--- src/rtl/dqsr_pkg.sv ---
// shared types and constants for the deque with sum and descent series
// no dependencies

package dqsr_pkg;

  localparam int DEPTH_DEFAULT = 32;
  localparam int VALUE_W       = 32;
  localparam int REPORT_W      = 6;

  typedef enum logic [1:0] {
    OP_PUSH_BACK  = 2'd0,
    OP_POP_BACK   = 2'd1,
    OP_PUSH_FRONT = 2'd2,
    OP_POP_FRONT  = 2'd3
  } opcode_t;

  typedef enum logic [1:0] {
    ST_OK    = 2'd0,
    ST_FULL  = 2'd1,
    ST_EMPTY = 2'd2
  } status_t;

  typedef struct packed {
    opcode_t                    opcode;
    logic signed [VALUE_W-1:0] value;
  } in_t;

  typedef struct packed {
    status_t                    status;
    logic [REPORT_W-1:0]        occupancy;
    logic signed [VALUE_W-1:0]  front_value;
    logic signed [VALUE_W-1:0]  back_value;
    logic signed [VALUE_W-1:0]  running_sum;
    logic [REPORT_W-1:0]        descent_series;
  } out_t;

endpackage

--- src/rtl/dqsr_store.sv ---
// entry memory: one write port, two registered read ports with write bypass
// depends on dqsr_pkg

module dqsr_store #(
  parameter int  DEPTH = dqsr_pkg::DEPTH_DEFAULT,
  localparam int PTR_W = $clog2(DEPTH)
) (
  input  logic                              clk,
  input  logic                              wr_en,
  input  logic [PTR_W-1:0]                  wr_addr,
  input  logic signed [dqsr_pkg::VALUE_W-1:0] wr_data,
  input  logic [PTR_W-1:0]                  rd_addr_a,
  input  logic [PTR_W-1:0]                  rd_addr_b,
  output logic signed [dqsr_pkg::VALUE_W-1:0] rd_data_a,
  output logic signed [dqsr_pkg::VALUE_W-1:0] rd_data_b
);

  logic signed [dqsr_pkg::VALUE_W-1:0] mem [DEPTH];

  always_ff @(posedge clk) begin
    if (wr_en) begin
      mem[wr_addr] <= wr_data;
    end
    if (wr_en && wr_addr == rd_addr_a) begin
      rd_data_a <= wr_data;
    end else begin
      rd_data_a <= mem[rd_addr_a];
    end
    if (wr_en && wr_addr == rd_addr_b) begin
      rd_data_b <= wr_data;
    end else begin
      rd_data_b <= mem[rd_addr_b];
    end
  end

endmodule

--- src/rtl/deque_with_sum_and_runs.sv ---
// top level: bounded double-ended queue with running sum and descent series
// depends on dqsr_pkg and dqsr_store
//
// usage:
//   an item (cmd: opcode, value) is taken at a rising edge where start is high
//   and busy is low. busy is high only while and just after rst is applied,
//   so one item can be taken in every cycle.
//   each item gives exactly one result on the result port, marked by done
//   for a single cycle, once the item has passed the input register and then
//   the result register. items come out in order at one per cycle.
//   the end entries and their neighbors are held in registers; the neighbors
//   are refilled each cycle from the entry memory through its two read ports,
//   which sets the one-item-per-cycle rate.
//   a push into a full queue reports status full and changes nothing; a pop
//   from an empty queue reports status empty and changes nothing.
//   reset (synchronous, active high) empties the queue and clears sum and
//   series; stored entries are not cleared.
//   the receiver cannot hold results off: done is a strobe.

module deque_with_sum_and_runs #(
  parameter int DEPTH = dqsr_pkg::DEPTH_DEFAULT
) (
  input  logic            clk,
  input  logic            rst,
  input  logic            start,
  output logic            busy,
  input  dqsr_pkg::in_t   cmd,
  output logic            done,
  output dqsr_pkg::out_t  result
);

  localparam int PTR_W = $clog2(DEPTH);
  localparam int CNT_W = $clog2(DEPTH + 1);

  function automatic logic [PTR_W-1:0] ptr_inc(input logic [PTR_W-1:0] p);
    return (p == PTR_W'(DEPTH - 1)) ? '0 : p + 1'b1;
  endfunction

  function automatic logic [PTR_W-1:0] ptr_dec(input logic [PTR_W-1:0] p);
    return (p == '0) ? PTR_W'(DEPTH - 1) : p - 1'b1;
  endfunction

  dqsr_pkg::in_t  in_q;
  logic           in_valid;

  logic [PTR_W-1:0] head, head_next;
  logic [PTR_W-1:0] back_ptr, back_ptr_next;
  logic [CNT_W-1:0] count, count_next;
  logic [CNT_W-1:0] series, series_next;
  logic signed [dqsr_pkg::VALUE_W-1:0] sum, sum_next;
  logic signed [dqsr_pkg::VALUE_W-1:0] front_q, front_next;
  logic signed [dqsr_pkg::VALUE_W-1:0] back_q, back_next;
  logic signed [dqsr_pkg::VALUE_W-1:0] front2_q, back2_q;
  dqsr_pkg::status_t status_next;

  logic             wr_en;
  logic [PTR_W-1:0] wr_addr;
  logic [PTR_W-1:0] tail;
  logic             is_empty, is_full;

  assign tail     = ptr_dec(back_ptr);
  assign is_empty = (count == '0);
  assign is_full  = (count == CNT_W'(DEPTH));

  always_comb begin
    head_next     = head;
    back_ptr_next = back_ptr;
    count_next    = count;
    series_next   = series;
    sum_next      = sum;
    front_next    = front_q;
    back_next     = back_q;
    status_next   = dqsr_pkg::ST_OK;
    wr_en         = 1'b0;
    wr_addr       = back_ptr;
    if (in_valid) begin
      unique case (in_q.opcode)
        dqsr_pkg::OP_PUSH_BACK: begin
          if (is_full) begin
            status_next = dqsr_pkg::ST_FULL;
          end else begin
            wr_en         = 1'b1;
            wr_addr       = back_ptr;
            back_ptr_next = ptr_inc(back_ptr);
            count_next    = count + 1'b1;
            sum_next      = sum + in_q.value;
            back_next     = in_q.value;
            if (is_empty) begin
              series_next = CNT_W'(1);
              front_next  = in_q.value;
            end else if (back_q > in_q.value) begin
              series_next = series + 1'b1;
            end
          end
        end
        dqsr_pkg::OP_PUSH_FRONT: begin
          if (is_full) begin
            status_next = dqsr_pkg::ST_FULL;
          end else begin
            wr_en      = 1'b1;
            wr_addr    = ptr_dec(head);
            head_next  = ptr_dec(head);
            count_next = count + 1'b1;
            sum_next   = sum + in_q.value;
            front_next = in_q.value;
            if (is_empty) begin
              series_next = CNT_W'(1);
              back_next   = in_q.value;
            end else if (in_q.value > front_q) begin
              series_next = series + 1'b1;
            end
          end
        end
        dqsr_pkg::OP_POP_BACK: begin
          if (is_empty) begin
            status_next = dqsr_pkg::ST_EMPTY;
          end else begin
            back_ptr_next = tail;
            count_next    = count - 1'b1;
            sum_next      = sum - back_q;
            back_next     = back2_q;
            if (count == CNT_W'(1)) begin
              series_next = '0;
            end else if (back2_q > back_q) begin
              series_next = series - 1'b1;
            end
          end
        end
        dqsr_pkg::OP_POP_FRONT: begin
          if (is_empty) begin
            status_next = dqsr_pkg::ST_EMPTY;
          end else begin
            head_next  = ptr_inc(head);
            count_next = count - 1'b1;
            sum_next   = sum - front_q;
            front_next = front2_q;
            if (count == CNT_W'(1)) begin
              series_next = '0;
            end else if (front_q > front2_q) begin
              series_next = series - 1'b1;
            end
          end
        end
      endcase
    end
  end

  // neighbors of both ends, fetched for the state after this cycle
  dqsr_store #(
    .DEPTH (DEPTH)
  ) u_store (
    .clk       (clk),
    .wr_en     (wr_en),
    .wr_addr   (wr_addr),
    .wr_data   (in_q.value),
    .rd_addr_a (ptr_inc(head_next)),
    .rd_addr_b (ptr_dec(ptr_dec(back_ptr_next))),
    .rd_data_a (front2_q),
    .rd_data_b (back2_q)
  );

  always_ff @(posedge clk) begin
    if (rst) begin
      busy     <= 1'b1;
      in_valid <= 1'b0;
      done     <= 1'b0;
      head     <= '0;
      back_ptr <= '0;
      count    <= '0;
      sum      <= '0;
      series   <= '0;
    end else begin
      busy     <= 1'b0;
      in_valid <= start && !busy;
      done     <= in_valid;
      head     <= head_next;
      back_ptr <= back_ptr_next;
      count    <= count_next;
      sum      <= sum_next;
      series   <= series_next;
    end
  end

  always_ff @(posedge clk) begin
    if (start && !busy) begin
      in_q <= cmd;
    end
    front_q <= front_next;
    back_q  <= back_next;
    if (in_valid) begin
      result.status         <= status_next;
      result.occupancy      <= dqsr_pkg::REPORT_W'(count_next);
      result.front_value    <= (count_next == '0) ? '0 : front_next;
      result.back_value     <= (count_next == '0) ? '0 : back_next;
      result.running_sum    <= sum_next;
      result.descent_series <= dqsr_pkg::REPORT_W'(series_next);
    end
  end

endmodule

--- config.mk ---
export PLATFORM = sky130hd
export DESIGN_NAME = deque_with_sum_and_runs
export DESIGN_NICKNAME = d
export VERILOG_FILES = /design/src/rtl/dqsr_pkg.sv /design/src/rtl/dqsr_store.sv /design/src/rtl/deque_with_sum_and_runs.sv
export SDC_FILE = /design/constraint.sdc
export NUM_CORES = 2
export LEC_CHECK = 0
export ABC_AREA = 1
export BUFFER_PORTS_ARGS = -buffer_cell sky130_fd_sc_hd__buf_4
export CELL_PAD_IN_SITES_DETAIL_PLACEMENT = 2
export CELL_PAD_IN_SITES_GLOBAL_PLACEMENT = 2
export CORE_UTILIZATION = 41
export DETAILED_ROUTE_END_ITERATION = 8
export PLACE_DENSITY_LB_ADDON = 0.1
export SKIP_LAST_GASP = 1
export SYNTH_ARGS = -nofsm -noshare
export SYNTH_HDL_FRONTEND = slang
export SYNTH_SLANG_ARGS = --single-unit
--- constraint.sdc ---
create_clock -name clk -period 8.3 [get_ports clk]
set_input_delay 0.415 -clock clk [delete_from_list [all_inputs] [get_ports clk]]
set_output_delay 0.415 -clock clk [all_outputs]
set_load 0.005 [all_outputs]
=== Yosys cells after proc, flatten, opt, wreduce, memory -nomap -nowiden ===
Memory sizes are Yosys's and may differ from the RTL's. A register that Yosys moved wholly into a read port is not among the register bits.
Index checks and enable logic that the tools add are counted.

* Memories kept: 1
* Word-level logic and storage cells: 118
* Bits in writable memories: 1,024
* Output and inout bits: 112
* Register bits after elaboration: 265

* Muxes and demuxes: 62
* Order comparisons: 4
* $add $sub $neg: 14
* Reduce and logical (&&, ||, !) cells: 11
* Eq/ne operators: 8

{| class="wikitable"
|+ Memory list
! name !! words !! width !! rd ports !! clocked after Yosys merged registers in !! wr ports !! line !! text
|-
| u_store.mem || 32 || 32 || 2 || 2 || 1 || dqsr_store.sv:18 || <nowiki>logic signed [dqsr_pkg::VALUE_W-1:0] mem [DEPTH];</nowiki>
|}

{| class="wikitable"
|+ Operator list
! operator !! count
|-
| 2-to-1 mux 32 bit || 14
|-
| case mux 32 bit (3 select lines) || 3
|-
| > comparator 32 bit || 4
|-
| 2-to-1 mux 6 bit || 16
|-
| 2-to-1 mux 5 bit || 16
|-
| subtractor 32 bit || 2
|-
| adder 32 bit || 1
|-
| case mux 6 bit (4 select lines) || 1
|-
| logical NOT 5 bit || 4
|-
| case mux 5 bit (2 select lines) || 2
|-
| subtractor 5 x 1 -> 5 bit (second input constant) || 4
|-
| adder 5 x 1 -> 5 bit (second input constant) || 3
|-
| == test 5 bit (second input constant) || 3
|-
| adder 6 x 1 -> 6 bit (second input constant) || 2
|-
| logical NOT 6 bit || 2
|-
| case mux 6 bit (2 select lines) || 1
|-
| subtractor 6 x 1 -> 6 bit (second input constant) || 2
|-
| 2-to-1 mux 1 bit || 7
|-
| == test 6 x 1 -> 1 bit (second input constant) || 1
|-
| == test 6 bit (second input constant) || 1
|-
| == test 2 bit (second input constant) || 2
|-
| case mux 2 bit (2 select lines) || 1
|-
| OR reduction 2 bit || 2
|-
| == test 2 x 1 -> 1 bit (second input constant) || 1
|-
| other kinds (4) || 4
|}

=== Depth between registers and ports, before layout ===
* Depth in word-level cells: 9
* Gate-level depth with buffers: 35
* Mapped depth without buffers: 32

=== Hierarchy ===
Synthesis repeated with hierarchy kept, for this count alone.

* Cell total of the unflattened synthesis: 9,064
* Area, all modules: 74,991.9 um^2

{| class="wikitable"
|+ By module, submodules not included
! module !! cells an instance !! instances !! area each (um^2)
|-
| dqsr_store || 5,945 || 1 || 52,547.9
|-
| deque_with_sum_and_runs || 3,119 || 1 || 22,444.0
|}

=== Worst setup path after synthesis ===
Ideal clock, no wire load.

* Path kind: register to register
* Start: reg in_valid
* End: mem u_store.mem[0][0] (netlist name), enable pin
* Cell stages (with the launch flop): 7
* Slack: 1.694 ns
* Library setup time: 0.421 ns
* Arrival: 6.185 ns
* Cell sequence: dfxtp_1 -> clkinv_1 -> clkbuf_1 -> nor2_2 -> clkbuf_1 -> nand3_1 -> nor2_1

* Longest elaborated chain between the ends: 3
* Elaborated cells on any way between the ends: 4
* Those cells by class: mux (4)

{| class="wikitable"
|+ RTL lines
! what !! line !! text
|-
| start: declaration || deque_with_sum_and_runs.sv:44 || <nowiki>logic in_valid;</nowiki>
|-
| start signal: assignment || deque_with_sum_and_runs.sv:174 || <nowiki>in_valid <= start && !busy;</nowiki>
|-
| 2-to-1 mux 1 bit || deque_with_sum_and_runs.sv:76 || <nowiki>if (in_valid) begin</nowiki>
|-
| 2-to-1 mux 1 bit || dqsr_store.sv:21 || <nowiki>if (wr_en) begin</nowiki>
|-
| 2-to-1 mux 1 bit (not written as such) || dqsr_store.sv:22 || <nowiki>mem[wr_addr] <= wr_data;</nowiki>
|-
| end: declaration || dqsr_store.sv:18 ||
|}

Parallel ways exist; a longest one is shown, timed or not.

==> key figures <==
Detailed routing
  • WL per Instance: between 30 and 40 um
  • Vias/cell: 6.64
  • Drt drc: 0
  • Post-route ant nets: 0
  • Number of DRC markers in iteration 0: between 6000 and 7000
  • Initial DRT Pass Iterations: 5
  • Final wirelength: 356000 um
  • Total number of vias: about 68000

Layout
  • Share of cells above drive strength 1: about 8.1%
  • Filler cells: roughly 18000
  • Commonest cells after routing, fill and taps aside: nor2_1, o21ai_0, edfxtp_1
  • Most common cell after layout, fill and taps aside: nor2_1
  • Register Area: ~38000 um2
  • Area Growth Syn to Fin: 12.8%
  • Area of the multi-input gates: around 30000 um2
  • Nets: 8069
  • Cell area after layout: ~80000 um2
  • Final Util: 46.6%

Clock tree
  • CTS max path bufs: 3
  • CTS tree: yes
  • Clk_lat worst skew: roughly 840 ps
  • Clock transition at path regs: roughly 60 ps
  • CTS sink cnt: roughly 1300
  • CTS root buf: clkbuf_16
  • H-Tree Depth: 4
  • TritonCTS Buffers: between 150 and 200
  • Post-CTS Setup Bufs: 0

Die
  • Initial Util: 41.3%
  • Core ar.: between 150000 and 200000 um2
  • Die area: ~170000 um2
  • Die X: 418 um
  • Ports: 149
  • Row Count: around 150
  • Die Ht: roughly 420 um

Setup path
  • WP data arrival: 7340 ps
  • Crit path capture: result[4]
  • Register-to-Register Setup Slack: ~1500 ps
  • Worst Path Required: around 8900 ps
  • CP max-delay cell: nor2_1
  • Worst path max stage delay: roughly 800 ps
  • CP max FO: 63
  • Critical path's most frequent cell: nand2_1
  • Setup crit start kind: flop
  • Worst reg2reg path endpoint: result[4]
  • Worst Setup End Kind: flop
  • Worst r2r path cells: 26
  • WS Path Type: reg2reg

Timing
  • Clock skew: approximately 44 ps
  • Final Critical Period: 6780 ps
  • Max Freq: 148 MHz
  • Normalized max-slew margin: around an eighth
  • Period utilization: approximately 80%
  • Slew Viols, Final: 0
  • Worst Tran Pin Value: approximately 1300 ps
  • Final setup fails: 0
  • Final Hold Viols: 0
  • RSZ-0062 raised after global routing: no
  • Setup TNS Final: 0 ps

Global routing
  • Gr ovfl total: 0
  • Vias in the first global route: 72600
  • Initial antenna violation count: 19
  • First-pass GRT wire length: ~510000 um
  • Overall routing resource usage: between 40% and 50%
  • Largest net degree at the start of global routing: 168

Synth
  • #FFs+latches synth: 1299
  • Largest family of logic cells by synthesized area: compound AO/OA/AOI/OAI gates
  • Number of synthesized flops with an enable pin: roughly 1200
  • Mux contribution to synthesized area: less than 1%
  • Syn. warnings: 0
  • Synth Flop Type: edfxtp_1
  • Cells after Synth: 7819
  • Async set-reset flop share out of synthesis: 0%
  • Post-Synth Simple-Gate Area: between 10% and 20%
  • Synth cell types: between 50 and 60
  • Xor/xnor share of the synthesized area: less than 1%
  • Seq/Total Area, Yosys: between 50% and 60%
  • Cell area after synthesis: 70900 um2
  • Post-synthesis compound-gate area fraction: 21.1%
  • Syn avg cell area: 9.07 um2
  • Post-Synthesis Net Count: just over 8000
  • Post-synthesis adder-cell area fraction: about 4.3%

Power
  • Share of total power in combinational logic: 18.0%
  • Flop pwr share: between 40 and 50%
  • Leak: between 0.02 and 0.03 uW
  • P per Cell Area: between 200 and 250 nW/um2
  • Int Pwr: ~12000 uW
  • Maximum VDD drop: about 0.23 mV
  • Total net switching power: 5490 uW
  • Sw Share: ~31%
  • Clk pwr share: between 30% and 40%

Run status
  • Outcome: complete, no violations

Placed design
  • DP Wirelength: roughly 220000 um
  • GPL Wtd Cong: between 0.9 and 1
  • DP Area: about 75000 um2
  • Port bufs: ~150

Worst hold path
  • Hold_sp: rst
  • Type of the worst min-delay path: in2reg

Flow run
  • Max_cap viols: 0
[power by group through the flow]
stage	clock [uW]	combinational, uW	sequential [uW]
after floorplan	0	1740	7500
after global placement	0	2900	7550
after detailed placement	0	3030	7560
after CTS	7010	3070	7420
after global routing	7240	3370	7440
final	7000	3160	7430
[stage by stage]
| stage | power, uW | std cells | hold WS [ps] | setup WS (ps) |
|---|---|---|---|---|
| floorplan | 9250 | 7819 | 443 | 1690 |
| global placement | 10400 | 9912 | 492 | 2170 |
| detailed placement | 10600 | 9912 | 529 | 1930 |
| CTS | 17500 | 10200 | 109 | 1890 |
| global route | 18000 | 10200 | 127 | 1450 |
| finish | 17600 | 10200 | 119 | 1520 |
[metal layers]
layer	vias up	wire [um]	share of wire, %	track usage (%)
li1	28300	-	-	-
met4	14	29000	8.1	28.2
met2	3390	165000	46	65.2
met1	35100	133000	37	47.5
met5	-	261	0.073	0
met3	1106	29100	8.2	7.76
[critical path: cells and delay by family, from the launching register on]
kind	cells	cell delay (ps)
compound gates	3	1220
buf+inv	3	1410
fa+ha+maj	1	220
simple gates	19	2920
flops	1	570
[registers in the layout, summed over array words and instances (netlist names), named ones only]
name / count
series: 6
done: 1
head: 5
in_valid: 1
in_q: 34
busy: 1
result: 110
back_q: 32
back_ptr: 5
count: 6
u_store.mem: 1024
front_q: 32
sum: 32
[cell usage after synthesis (98+ instances only)]
library cell	n	area, um2
inv_1	408	1530
dfxtp_1	131	2620
nand2_1	752	2820
o211ai_1	98	736
nand3_1	376	1880
a21oi_1	385	1930
o221ai_1	364	3190
edfxtp_1	1168	35100
o21ai_0	1394	6980
clkbuf_1	429	1610
nor2_1	1447	5430
o22ai_1	127	795
ha_1	237	2970
[repair_timing]
item / CTS / global route
hold buffers: 35 / 0
endpoints found under the hold margin: 35 / 0
resized for setup: 0 / 0
[worst min path at each step]
| stage | end | slack, ps | depth (start not counted) |
|---|---|---|---|
| after floorplan | busy | 440 | 0 |
| after global placement | in_valid | 490 | 1 |
| after detailed placement | in_valid | 530 | 1 |
| after CTS | busy | 110 | 1 |
| after global routing | busy | 130 | 1 |
| final | busy | 120 | 1 |
[cell type report]
class,instances,share of cell area [%]
antenna,7,0.0219
clock buffer,203,5.16
clock inverter,72,1.10
inverter,420,2.04
multi-input combinational,5558,37.2
sequential,1299,47.2
tap,2310,3.61
timing repair buffer,360,3.74
[cell families after synthesis]
kind of cell | count (synthesis)
buffers and inverters | 962
AND/OR/NAND/NOR | 2724
AO/OA/AOI/OAI | 2550
adder cells (fa/ha/maj) | 240
flip-flops | 1299
multiplexers | 1
XOR/XNOR | 43
No activity file was read; power rests on OpenSTA's default activity.
